==> src/sv/spring_pair_force_accumulator_unit_assert.svh <==
// ----------------------------------------------------------------------------
// spring pair force accumulator assertion macros
// immediate-implication and next-cycle-implication checks, empty under SYNTH
// ----------------------------------------------------------------------------
`ifndef SPRING_PAIR_FORCE_ACCUMULATOR_UNIT_ASSERT_SVH
`define SPRING_PAIR_FORCE_ACCUMULATOR_UNIT_ASSERT_SVH

`ifndef SYNTH
`define SPA_ASSERT_IMP(lbl, clk, rst_n, ante, cons) \
    lbl: assert property (@(posedge clk) disable iff (!rst_n) (ante) |-> (cons)) \
        else $error("spring pair accumulator check failed");
`define SPA_ASSERT_NXT(lbl, clk, rst_n, ante, cons) \
    lbl: assert property (@(posedge clk) disable iff (!rst_n) (ante) |=> (cons)) \
        else $error("spring pair accumulator check failed");
`else
`define SPA_ASSERT_IMP(lbl, clk, rst_n, ante, cons)
`define SPA_ASSERT_NXT(lbl, clk, rst_n, ante, cons)
`endif

`endif

==> src/sv/spa_pkg.sv <==
// ----------------------------------------------------------------------------
// spa_pkg
// shared widths, queue entry type, sequencer states and register indexes
// ----------------------------------------------------------------------------
package spa_pkg;

    localparam int FRACTION_BITS = 16;
    localparam int MAX_SPRINGS   = 64;

    localparam int POS_W   = 32;
    localparam int RAD_W   = 31;
    localparam int K_W     = 32;
    localparam int DELTA_W = POS_W + 1;
    localparam int REST_W  = RAD_W + 1;
    localparam int SQR_W   = 2 * DELTA_W;
    localparam int SQ_W    = SQR_W + 2;
    localparam int D_W     = SQ_W / 2;
    localparam int RT_W    = D_W + 3;
    localparam int UE_W    = D_W + 1;
    localparam int KUD_W   = 64;
    localparam int NUM_W   = KUD_W + UE_W;
    localparam int DEN_W   = D_W + FRACTION_BITS;
    localparam int QUO_W   = K_W + UE_W - FRACTION_BITS;
    localparam int SUM_W   = 48;
    localparam int CNT_W   = 7;
    localparam int QDEPTH  = 2;

    localparam logic CFG_ENABLE  = 1'b0;
    localparam logic CFG_ELASTIC = 1'b1;

    typedef struct packed {
        logic                      active;
        logic                      last;
        logic signed [DELTA_W-1:0] dx;
        logic signed [DELTA_W-1:0] dy;
        logic signed [DELTA_W-1:0] dz;
        logic        [REST_W-1:0]  rest;
    } pair_t;

    typedef enum logic [3:0] {
        ST_IDLE,
        ST_SQUARE,
        ST_SUMSQ,
        ST_SQRT,
        ST_EXT,
        ST_KMUL,
        ST_PMUL,
        ST_PSUM,
        ST_DIVGO,
        ST_DIV,
        ST_ACC
    } seq_state_t;

endpackage

==> src/sv/spa_front.sv <==
// ----------------------------------------------------------------------------
// spa_front
// accepts spring requests, forms separations and rest length, queues them
// ----------------------------------------------------------------------------
module spa_front
(
    input  logic                              clk,
    input  logic                              rst_n,
    input  logic                              item_valid,
    output logic                              item_stall,
    input  logic signed [spa_pkg::POS_W-1:0]  self_x,
    input  logic signed [spa_pkg::POS_W-1:0]  self_y,
    input  logic signed [spa_pkg::POS_W-1:0]  self_z,
    input  logic signed [spa_pkg::POS_W-1:0]  other_x,
    input  logic signed [spa_pkg::POS_W-1:0]  other_y,
    input  logic signed [spa_pkg::POS_W-1:0]  other_z,
    input  logic        [spa_pkg::RAD_W-1:0]  self_radius,
    input  logic        [spa_pkg::RAD_W-1:0]  other_radius,
    input  logic                              pair_valid,
    input  logic                              self_movable,
    input  logic                              last_pair,
    input  logic                              enable,
    output logic                              q_valid,
    output spa_pkg::pair_t                    q_head,
    input  logic                              q_pop
);

    localparam int PTR_W = $clog2(spa_pkg::QDEPTH);
    localparam int QC_W  = $clog2(spa_pkg::QDEPTH + 1);

    spa_pkg::pair_t   entry_reg [spa_pkg::QDEPTH];
    logic [PTR_W-1:0] wr_ptr_reg;
    logic [PTR_W-1:0] rd_ptr_reg;
    logic [QC_W-1:0]  fill_reg;
    spa_pkg::pair_t   entry_in;
    logic             push;
    logic             pop;

    assign item_stall = (fill_reg == QC_W'(spa_pkg::QDEPTH));
    assign q_valid    = (fill_reg != '0);
    assign q_head     = entry_reg[rd_ptr_reg];
    assign push       = item_valid && !item_stall;
    assign pop        = q_pop && q_valid;

    // classify and form the separation
    always_comb
    begin
        entry_in.active = enable && pair_valid && self_movable;
        entry_in.last   = last_pair;
        entry_in.dx     = spa_pkg::DELTA_W'(other_x) - spa_pkg::DELTA_W'(self_x);
        entry_in.dy     = spa_pkg::DELTA_W'(other_y) - spa_pkg::DELTA_W'(self_y);
        entry_in.dz     = spa_pkg::DELTA_W'(other_z) - spa_pkg::DELTA_W'(self_z);
        entry_in.rest   = spa_pkg::REST_W'(self_radius) + spa_pkg::REST_W'(other_radius);
    end

    always_ff @(posedge clk)
    begin
        if (push)
        begin
            entry_reg[wr_ptr_reg] <= entry_in;
        end
    end

    always_ff @(posedge clk or negedge rst_n)
    begin
        if (!rst_n)
        begin
            wr_ptr_reg <= '0;
            rd_ptr_reg <= '0;
            fill_reg   <= '0;
        end
        else
        begin
            if (push)
            begin
                wr_ptr_reg <= wr_ptr_reg + 1'b1;
            end
            if (pop)
            begin
                rd_ptr_reg <= rd_ptr_reg + 1'b1;
            end
            if (push && !pop)
            begin
                fill_reg <= fill_reg + 1'b1;
            end
            else if (pop && !push)
            begin
                fill_reg <= fill_reg - 1'b1;
            end
        end
    end

endmodule

==> config.mk <==
export PLATFORM = sky130hd
export DESIGN_NAME = spa_front
export DESIGN_NICKNAME = d
export VERILOG_FILES = /design/src/sv/spring_pair_force_accumulator_unit_assert.svh /design/src/sv/spa_pkg.sv /design/src/sv/spa_front.sv
export SDC_FILE = /design/constraint.sdc
export NUM_CORES = 1
export LEC_CHECK = 0
export BUFFER_PORTS_ARGS = -buffer_cell sky130_fd_sc_hd__clkbuf_2
export CAP_MARGIN = 20
export CORE_ASPECT_RATIO = 0.6
export CORE_UTILIZATION = 36
export CTS_CLUSTER_SIZE = 40
export DETAILED_ROUTE_END_ITERATION = 7
export PLACE_DENSITY = 0.63
export SETUP_SLACK_MARGIN = 0.1
export SYNTH_ARGS = -nofsm -noshare
export SYNTH_HDL_FRONTEND = slang
export SYNTH_SLANG_ARGS = --single-unit
==> constraint.sdc <==
create_clock -name clk -period 18.4 [get_ports clk]
set_input_delay 2.76 -clock clk [delete_from_list [all_inputs] [get_ports clk]]
set_output_delay 2.76 -clock clk [all_outputs]
set_load 0.02 [all_outputs]
Word-level counts from Yosys, hierarchy flattened. Memory sizes are Yosys's and may differ from the RTL's. Cells that the tools add are included.

Bits in registers: 4. RAM bits: 266. Bits of input ports: 262. Word-level logic and storage cells: 28. Memories kept: 1.

Memories: entry_reg (words 2, bits a word 133, read ports 1, clocked after Yosys merged registers in 0, wr ports 1, RTL line spa_front.sv:31) `spa_pkg::pair_t entry_reg [spa_pkg::QDEPTH];`.

$add $sub $neg: 8. Eq/ne operators: 1. Muxes and demuxes: 4. Reductions and logical operators: 11.

Operators with widths (number): subtractor 32 x 32 -> 33 bit (3); adder 31 x 31 -> 32 bit (1); logical AND 1 bit (6); 2-to-1 mux 2 bit (2); nonzero test 2 bit (2); logical NOT 1 bit (3); adder 1 bit (second input constant) (2); adder 2 x 1 -> 2 bit (second input constant) (1); == test 2 bit (second input constant) (1); 2-to-1 mux 1 bit (2); subtractor 2 x 1 -> 2 bit (second input constant) (1).

Depth between registers and ports, before layout. Gate-level depths: netlist of the first run.

Depth in word-level cells: 7. Gate-level depth with buffers: 11. Gate-level depth less buffers: 11.

Worst setup path after synthesis of the first run. OpenSTA, ideal clock, no wires.

Kind: input -> register. Start point: in item_valid. End point: mem entry_reg[0][0] in the netlist's numbering (enable). Arrival: 8.374 ns. Data required time: 17.773 ns. Setup slack: 9.399 ns. Cell stages on the path: 2. Path buffers: 0. Cells stage by stage: nand2_1 > nor2_1.

Longest elaborated chain between the ends: 3.

Ends and longest elaborated chain: start, declared (RTL line spa_front.sv:9) `input logic item_valid,`; logical AND 1 bit (RTL line spa_front.sv:42) `assign push = item_valid && !item_stall;`; 2-to-1 mux 1 bit (RTL line spa_front.sv:58) `if (push)`; 2-to-1 mux 1 bit (not written as such) (RTL line spa_front.sv:60) `entry_reg[wr_ptr_reg] <= entry_in;`; end, declared (RTL line spa_front.sv:31).

Every way passes these cells.

==> metrics.txt, run 1 <==
initial antenna violation count 1; CTS resizes 0; CTS clk-pin slew, worst paths 70 ps; RSZ-0062 raised after global routing no; Mapped Cells 1426; DRT Pass-1 Iters 5; clock share of power 24.3%; gp weighted congestion 0.8955; worst setup path startpoint rd_ptr_reg; Cell variety after synth 66; final setup vio count 0; clk_lat worst skew 560 ps; CTS tree yes; combinational share of power 38.9%; DIE HEIGHT 167.7 um; CTS H-tree depth 1; Slew @ Worst Pin 868.9 ps; core area 44970 sq um; top cells by area, synth edfxtp_1 48%, ha_1 9.7%, mux2_2 9.1%, xnor2_1 3.8%, a21oi_1 3.4%; nets 2209; fmax 162.0 MHz; PortBufs 396; Hold WC Path Type reg2reg; vias in the first global route 12150; status finished clean; Sw Ratio 36.13%; CTS buffer count 29; GR Overflow Total 0; Reg power frac 36.7%; average wire per standard cell 18.17 um; Total GRT Usage 18.20%; PwrDens 127.7 nW/um^2; EDFF count, synth 266; Final Instance Area 20090 sq um; min-delay src fill_reg[1]; Placement Setup Slack 12350 ps; post-route insts no fill 2425; Cells after DPL 2373; Max-slew headroom 42.07%; worst path buffer plus inverter count 3; Worst Path Max Fanout 51; worst r2r src fill_reg[0]; Area Growth Syn to Fin 21.93%; CP delay by family, top buffers and inverters; Final Hold Fails 0; post-synth top area cell edfxtp_1; Largest register FFs 266; Mapped Avg Cell Area 11.56 sq um; Critical Path AT 3410 ps; I/O Pins 397; internal power 1.639 mW; dpl cell area 19100 sq um; Main synth FF type edfxtp_1; clock skew 12.75 ps; setup TNS 0 ps; CP cell instances buf_4, buf_4, mux2_2, clkbuf_2; crit path capture type output pin; CP required 15640 ps; Clock Path Buffers 3; Critical Path Start Type flip-flop; YS warnings 0; crit path time final 6172 ps; first-pass GRT wire length 66.90 mm; fin worst setup slack 12230 ps; largest net degree at the start of global routing 134; total clock sinks 270; Starting Density 36.65%; Root Driver clkbuf_16; Avg Vias per Cell 5.176; remaining antenna violation count after routing 0; worst vdd ir 0.00006311 V; final worst-path cycle share 33.55%; site row count 60; die area 46670 sq um; share of post-route cells with drive strength above 1 32.43%; FFs w/ async S/R, synth 1.481%; crit path kind reg2out; Die X 278.2 um; Pwr Total 2.565 mW; vias post-DR 12550; register area share after synthesis 49.07%; # hold bufs at CTS 0; post-synth top area share 48.47%; # Max-Cap Violations 0; Crit path largest cell delay 810 ps; Slew Limit Fails 0; initial drt markers 802; LEAKAGE 8.777 nW; CP most frequent cell buf_4; Synth Cell Area 16480 sq um; Final Routed Wirelength 44.06 mm; Slowest-stage cell, CP dfrtp_4; sw power 0.9268 mW; Mapped Nets 1820; DRC viols 0; Synth Register Bits 270; post-CTS setup buffer count 0; DP HPWL 33.29 mm
-- logic make-up (layout without fill, tap and decap cells) --
family	after synthesis	count (layout)	share of synthesized area [%]
multiplexers	134	134	9.148
other	0	1	0
AO/OA/AOI/OAI	356	356	14.13
buffers and inverters	170	579	3.925
AND/OR/NAND/NOR	250	250	7.463
adder cells (fa/ha/maj)	132	132	10.20
flip-flops	270	270	49.07
XOR/XNOR	114	114	6.058
-- metrics by stage --
| stage | utilization [%] | hold slack (ps) |
|---|---|---|
| final | 44.69 | 509.0 |
| after global routing | 44.69 | 533.8 |
| after CTS | 44.68 | 518.7 |
| after detailed placement | 42.47 | 503.6 |
| after global placement | 42.47 | 474.7 |
| after floorplan | - | 455.9 |
-- cells in the mapped netlist (6+ instances only) --
cell,count
edfxtp_1,266
mux2_2,133
ha_1,128
inv_1,127
a21oi_1,111
xnor2_1,72
nand2_1,69
a21o_1,61
nor2_1,59
o21ai_0,48
xor2_1,42
clkbuf_1,40
a31oi_1,22
nand4_1,19
and3_1,18
nand2b_1,16
nand3_1,16
nor2b_1,16
a211oi_1,15
nor3_1,12
o21a_1,12
o211ai_1,11
o21ai_1,11
a211o_1,7
o31ai_1,7
and2_1,6
-- placed cells by master (no fill, tap or decap), types with 5 or more instances in the layout --
| master | count |
|---|---|
| nand3_1 | 16 |
| clkbuf_2 | 396 |
| a21o_1 | 61 |
| a311oi_1 | 5 |
| nand2b_1 | 16 |
| and2_1 | 6 |
| clkinv_1 | 6 |
| nor2_1 | 58 |
| mux2_2 | 133 |
| o21a_1 | 12 |
| edfxtp_1 | 266 |
| nand4_1 | 19 |
| o21bai_1 | 5 |
| nor3_1 | 12 |
| and3_1 | 17 |
| clkbuf_16 | 29 |
| o211ai_1 | 11 |
| a31oi_1 | 22 |
| xor2_1 | 42 |
| a211oi_1 | 15 |
| a211o_1 | 7 |
| o21ai_1 | 11 |
| a21oi_1 | 111 |
| nand2_1 | 69 |
| nor2b_1 | 16 |
| inv_1 | 127 |
| ha_1 | 128 |
| clkinv_2 | 5 |
| bufinv_16 | 6 |
| xnor2_1 | 72 |
| o21ai_0 | 48 |
| o31ai_1 | 7 |
-- worst paths after layout --
| check | slack [ps] | to | cells after the start |
|---|---|---|---|
| setup / recovery | 12230 | q_head[88] | 4 |
| hold / removal | 510 | fill_reg[1] | 1 |
| setup reg to reg | 16000 | entry_reg[1][82] | 3 |
| hold reg to reg | 510 | fill_reg[1] | 1 |
| max in group asynchronous | 16260 | rd_ptr_reg | 1 |
| min in group asynchronous | 2000 | rd_ptr_reg | 1 |
-- area by class of cell --
type | count | area (sq um)
fillers | 4193 | 24870
flip-flops and latches | 270 | 8092
multi-input cells | 986 | 7759
repair buffers | 401 | 2032
well taps | 589 | 737.0
clock buffers | 29 | 725.7
inverters | 127 | 476.7
clock inverters | 22 | 270.3
diodes | 1 | 2.502
-- metal layers --
layer  wire (um)  global-route usage, %  vias to the layer above  share of wire (%)
li1            -                      -                     6085                  -
met1       20000                  24.84                     6071                 45
met2       20920                  30.26                      344                 47
met3        2204                  2.972                       53                5.0
met4         928                  4.156                        0                2.1
met5           0                      0                        -                  0
-- power groups by stage --
stage	sequential (mW)	clock, mW	combinational [mW]
5_1_grt	0.959	0.662	1.07
6_report	0.942	0.624	0.999
3_5_place_dp	0.958	0	1.01
3_3_place_gp	0.953	0	0.999
4_1_cts	0.946	0.641	1.01
2_1_floorplan	0.950	0	0.691
(Power assumes the default switching activity.)
==> run 2, diff against run 1 <==
==> constraint.sdc (replaced) <==
create_clock -name clk -period 6.45 [get_ports clk]
set_input_delay 0.9675 -clock clk [delete_from_list [all_inputs] [get_ports clk]]
set_output_delay 0.9675 -clock clk [all_outputs]
set_load 0.02 [all_outputs]
==> metrics.txt, run 2 (synthesis results as in run 1) <==
fillers 4253 (+1.4%); Area Growth Syn to Fin 21.84% (about the same); multi-input logic area 7759 sq um (unchanged); Core Util, Final 44.66% (about the same); DP HPWL 33.28 mm (about the same); average wire per standard cell 18.27 um (+0.54%); Slew Limit Fails 0 (unchanged); DIE HEIGHT 167.7 um (unchanged); die area 46670 sq um (unchanged); remaining antenna violation count after routing 0 (unchanged); gp weighted congestion 0.9013 (+0.65%); Critical Path AT 2890 ps (-520 ps); CTS H-tree depth 1 (unchanged); Largest register FFs 266 (unchanged); clk_lat worst skew 570 ps (about the same); share of post-route cells with drive strength above 1 32.55% (+0.13 points); most frequent cells in the layout 396 x clkbuf_2, 266 x edfxtp_1, 133 x mux2_2; Final Hold Fails 0 (unchanged); PortBufs 396 (unchanged); post-CTS setup buffer count 0 (unchanged); CTS tree yes; core area 44970 sq um (unchanged); final worst-path cycle share 59.78%; DRC viols 0 (unchanged); initial antenna violation count 2 (+1); Avg Vias per Cell 5.210 (+0.64%); Max-slew headroom 35.70% (-6.4 points); nets 2209 (unchanged); Hold WC Path Type in2async; Sequential Area 8092 sq um (unchanged); worst vdd ir 0.0002318 V (+270%); CP required 5480 ps (-10160 ps); setup TNS 0 ps (unchanged); vias in the first global route 12410 (+2.1%); I/O Pins 397 (unchanged); Root Driver clkbuf_16; fmax 259.3 MHz; # Max-Cap Violations 0 (unchanged); RSZ-0062 raised after global routing no; largest net degree at the start of global routing 134 (unchanged); CTS clk-pin slew, worst paths 70 ps (about the same); initial drt markers 932 (+16%); Die X 278.2 um (unchanged); CTS resizes 0 (unchanged); Starting Density 36.65% (unchanged); site row count 60 (unchanged); clock skew 9.179 ps (-3.567 ps); total clock sinks 270 (unchanged); crit path kind reg2out; CTS buffer count 29 (unchanged); commonest non-fill, non-tap cell in the layout clkbuf_2; final setup vio count 0 (unchanged); Final Routed Wirelength 44.35 mm (+0.66%); Slew @ Worst Pin 964.5 ps (+95.63 ps); GR Overflow Total 0 (unchanged); Total GRT Usage 18.43% (+0.22 points); Clock Path Buffers 3 (unchanged); crit path capture type output pin; Worst Path Max Fanout 51 (unchanged); DRT Pass-1 Iters 5 (unchanged); vias post-DR 12650 (+0.76%); crit path time final 3856 ps; LEAKAGE 8.758 nW (-0.22%); status finished clean; Critical Path Start Type flip-flop; first-pass GRT wire length 67.69 mm (+1.2%); # hold bufs at CTS 0 (unchanged); PwrDens 364.2 nW/um^2 (+190%)
[run 2: cell types whose count changed in the layout (fill, tap and decap cells not counted), sizes merged]
| cell | delta |
|---|---|
| clkinvlp | +3 |
| inv | +3 |
| bufinv | -2 |
| clkinv | -2 |
| diode | +1 |
[run 2: critical path: stages (launching register included)]
cell and delay [ps]:
dfrtp_4 970, buf_4 660, mux2_2 410, clkbuf_2 200
[run 2: path summary, 6_finish.rpt]
kind                                  start                end  slack (ps)  cells past startpoint
worst min register to register  fill_reg[1]        fill_reg[1]         510                      1
worst max-delay path             rd_ptr_reg         q_head[83]        2590                      3
max in group asynchronous             rst_n         rd_ptr_reg        6110                      1
worst max register to register  fill_reg[0]  entry_reg[1][104]        3940                      3
min in group clk                fill_reg[1]        fill_reg[1]         510                      1
worst min-delay path                  rst_n        fill_reg[1]         190                      1
[run 2: power breakdown]
group | internal [mW] | total (mW) | switching [mW]
clock network | 0.990 | 1.75 | 0.755
logic | 1.08 | 2.86 | 1.79
registers | 2.54 | 2.71 | 0.165
[run 2: area by class of cell]
class	count	share of cell area (%)
clock buffer	29	3.614
inverter	127	2.374
tap	589	3.670
multi-input combinational	986	38.64
timing repair buffer	401	10.12
clock inverter	24	1.265
antenna	2	0.02492
sequential	270	40.30
[run 2: layer usage]
layer / vias up / share of wire, % / global-route usage, %
met5: - / 0 / 0
met1: 6155 / 46 / 25.17
li1: 6104 / - / -
met2: 327 / 47 / 30.62
met4: 0 / 2.7 / 4.948
met3: 63 / 4.0 / 2.581
[run 2: metrics by stage]
step / power, mW / area (sq um) / std cells / worst slack [ps] / hold slack, ps
floorplan: 4.661 / 16480 / 1426 / 1487 / 455.9
global placement: 5.579 / 19100 / 2373 / 2233 / 482.2
detailed placement: 5.640 / 19100 / 2373 / 2192 / 491.5
CTS: 7.417 / 20080 / 2426 / 2532 / 158.4
global route: 7.683 / 20080 / 2428 / 2458 / 167.8
finish: 7.314 / 20080 / 2428 / 2594 / 192.7
==> run 3, diff against run 2 <==
--- a/config.mk
+++ b/config.mk
@@ -5,13 +5,14 @@
 export SDC_FILE = /design/constraint.sdc
 export NUM_CORES = 1
 export LEC_CHECK = 0
+export ABC_AREA = 1
 export BUFFER_PORTS_ARGS = -buffer_cell sky130_fd_sc_hd__clkbuf_2
 export CAP_MARGIN = 20
 export CORE_ASPECT_RATIO = 0.6
 export CORE_UTILIZATION = 36
 export CTS_CLUSTER_SIZE = 40
 export DETAILED_ROUTE_END_ITERATION = 7
-export PLACE_DENSITY = 0.63
+export PLACE_DENSITY = 0.62
 export SETUP_SLACK_MARGIN = 0.1
 export SYNTH_ARGS = -nofsm -noshare
 export SYNTH_HDL_FRONTEND = slang
==> constraint.sdc (replaced) <==
create_clock -name clk -period 3.68 [get_ports clk]
set_input_delay 0.552 -clock clk [delete_from_list [all_inputs] [get_ports clk]]
set_output_delay 0.552 -clock clk [all_outputs]
set_load 0.02 [all_outputs]
==> metrics.txt, run 3 <==
status finished clean; Worst Path Max Fanout 69 (+35%); DRC viols 0 (unchanged); fin worst setup slack 812.8 ps (-1781 ps); CP required 3130 ps (-2350 ps); register area share after synthesis 40.84% (-8.2 points); top cells by area, synth edfxtp_1 40%, nand2_1 26%, inv_1 11%, ha_1 8.1%, nor2_1 3.1%; count leader, synth nand2_1; site row count 66 (+10%); Crit path largest cell delay 620 ps (-350 ps); initial drt markers 1625 (+74%); fmax 348.8 MHz; initial antenna violation count 6 (+4); Cell variety after synth 30 (-55%); met3 wire length 4.350 mm (+140%); vias post-DR 18270 (+44%); top layer in use met4; Starting Density 36.50% (-0.15 points); Synth Cell Area 19810 sq um (+20%); CTS clk-pin slew, worst paths 60 ps (about the same); average wire per standard cell 15.45 um (-15%); total clock sinks 270 (unchanged); CP most frequent cell nand2_1; Mapped Avg Cell Area 6.922 sq um (-40%); Root Driver clkbuf_16; clk_lat worst skew 580 ps (about the same); CTS tree yes; post-synth top area share 40.33% (-8.1 points); remaining antenna violation count after routing 0 (unchanged); post-synth top area cell edfxtp_1; CTS buffer count 31 (+6.9%); post-CTS setup buffer count 0 (unchanged); commonest non-fill, non-tap cell in the layout nand2_1; EDFF count, synth 266 (unchanged); vias in the first global route 16040 (+29%); most frequent cells in the layout 1353 x nand2_1, 583 x inv_1, 396 x clkbuf_2; PwrDens 575.6 nW/um^2 (+58%); Slew Limit Fails 0 (unchanged); # hold bufs at CTS 1 (+1); final worst-path cycle share 77.91%; core area 54250 sq um (+21%); Avg Vias per Cell 4.552 (-13%); Slew @ Worst Pin 827.0 ps (-137.6 ps); gp weighted congestion 1.083 (+20%); Final Routed Wirelength 62.01 mm (+40%); crit path kind reg2out; largest net degree at the start of global routing 90 (-33%); DIE HEIGHT 183.7 um (+9.5%); dpl cell area 22720 sq um (+19%); Slowest-stage cell, CP dfrtp_4; Hold WC Path Type in2reg; # Max-Cap Violations 0 (unchanged); first-pass GRT wire length 93.01 mm (+37%); metal2 WL 26.15 mm (+25%); Final Instance Area 23700 sq um (+18%); nets 3664 (+66%); most frequent cells after synthesis 1353 x nand2_1, 583 x inv_1, 266 x edfxtp_1; DP HPWL 50.73 mm (+52%); clock skew 29.93 ps (+20.76 ps); Placement Setup Slack 1131 ps (-1061 ps); Area Growth Syn to Fin 19.65%; worst vdd ir 0.0004980 V (+110%); die area 55990 sq um (+20%); Mapped Cells 2861 (+100%); LEAKAGE 13.62 nW (+55%); Critical Path AT 2320 ps (-570 ps); final setup vio count 0 (unchanged); CTS resizes 0 (unchanged); CP cell instances inv_4, buf_12, nand2_1, nand2_1, clkbuf_2; Clock Path Buffers 3 (unchanged); Max-slew headroom 44.28% (+8.6 points); share of post-route cells with drive strength above 1 15.03% (-18 points); Critical Path Start Type flip-flop; I/O Pins 397 (unchanged); Main synth FF type edfxtp_1; Final Hold Fails 0 (unchanged); FFs w/ async S/R, synth 1.481% (unchanged); M1 WL 30.08 mm (+47%); DRT Pass-1 Iters 6 (+1); CTS H-tree depth 1 (unchanged); GR Overflow Total 0 (unchanged); Largest register FFs 266 (unchanged); PortBufs 396 (unchanged); crit path time final 2867 ps; YS warnings 0 (unchanged); Synth Register Bits 270 (unchanged); Die X 304.8 um (+9.6%); RSZ-0062 raised after global routing no; Total GRT Usage 21.55% (+3.1 points); crit path capture type output pin; Mapped Nets 3255 (+79%)
-- run 3: changes by cell type after synthesis, sizes merged, moves of 27 or more --
cell	before	now
nand3	16	99
nand2	69	1378
xnor2	72	7
inv	127	584
a21oi	112	85
clkbuf	40	13
mux2	133	0
nor2	59	166
o21ai	59	2
a21o	61	4
-- run 3: worst max-delay path, delay by kind of cell (launching register included) --
| family | cells | cell delay (ps) |
|---|---|---|
| buffers and inverters | 3 | 840 |
| DFF | 1 | 620 |
| and+or+nand+nor | 2 | 240 |
-- run 3: path summary, 6_finish.rpt --
check / startpoint / end / slack, ps / cells after the start
setup / recovery: rd_ptr_reg / q_head[79] / 810 / 5
hold / removal: last_pair / entry_reg[1][131] / 170 / 1
setup reg to reg: fill_reg[1] / entry_reg[1][0] / 1490 / 4
hold reg to reg: fill_reg[0] / fill_reg[0] / 540 / 1
max in group asynchronous: rst_n / rd_ptr_reg / 3190 / 2
min in group asynchronous: rst_n / fill_reg[0] / 340 / 2
-- run 3: final cells by class --
cell class / instances / area, sq um
Clock inverter: 24 / 172.7
Sequential cell: 270 / 8092
Clock buffer: 33 / 783.3
Antenna cell: 6 / 15.01
Fill cell: 5586 / 30560
Multi-Input combinational cell: 1975 / 9384
Timing Repair Buffer: 408 / 2162
Tap cell: 714 / 893.4
Inverter: 584 / 2195
-- run 3: kinds of logic after synthesis --
kind of cell / after synthesis / synth area share (%)
adders and majority gates: 132 / 8.491
buffers and inverters: 616 / 11.86
and+or+nand+nor: 1684 / 33.47
xor gates and xnor gates: 63 / 2.786
AOI/OAI and AO/OA: 96 / 2.559
DFF: 270 / 40.84
-- run 3: power breakdown --
part	switching (mW)	internal (mW)	total [mW]
Sequential	0.209	4.41	4.62
Combinational	4.41	1.68	6.09
Clock	1.31	1.62	2.93
Total	5.93	7.71	13.6
-- run 3: per-stage QoR --
stage | utilization, % | TNS (ps) | cells | hold WS, ps | power [mW]
6_report | 43.68 | 0 | 4014 | 166.3 | 13.64
3_3_place_gp | 41.87 | 0 | 3950 | 365.7 | 10.81
3_5_place_dp | 41.87 | 0 | 3950 | 365.7 | 10.83
4_1_cts | 43.65 | 0 | 4008 | 126.0 | 13.80
2_1_floorplan | - | -256390 | 2861 | 256.4 | 8.440
5_1_grt | 43.67 | 0 | 4013 | 131.3 | 14.49
-- run 3: routing by layer --
metal	track usage, %	up-vias
li1	-	9534
met1	32.21	8122
met2	31.83	545
met3	3.931	69
met4	5.192	0
met5	0	-
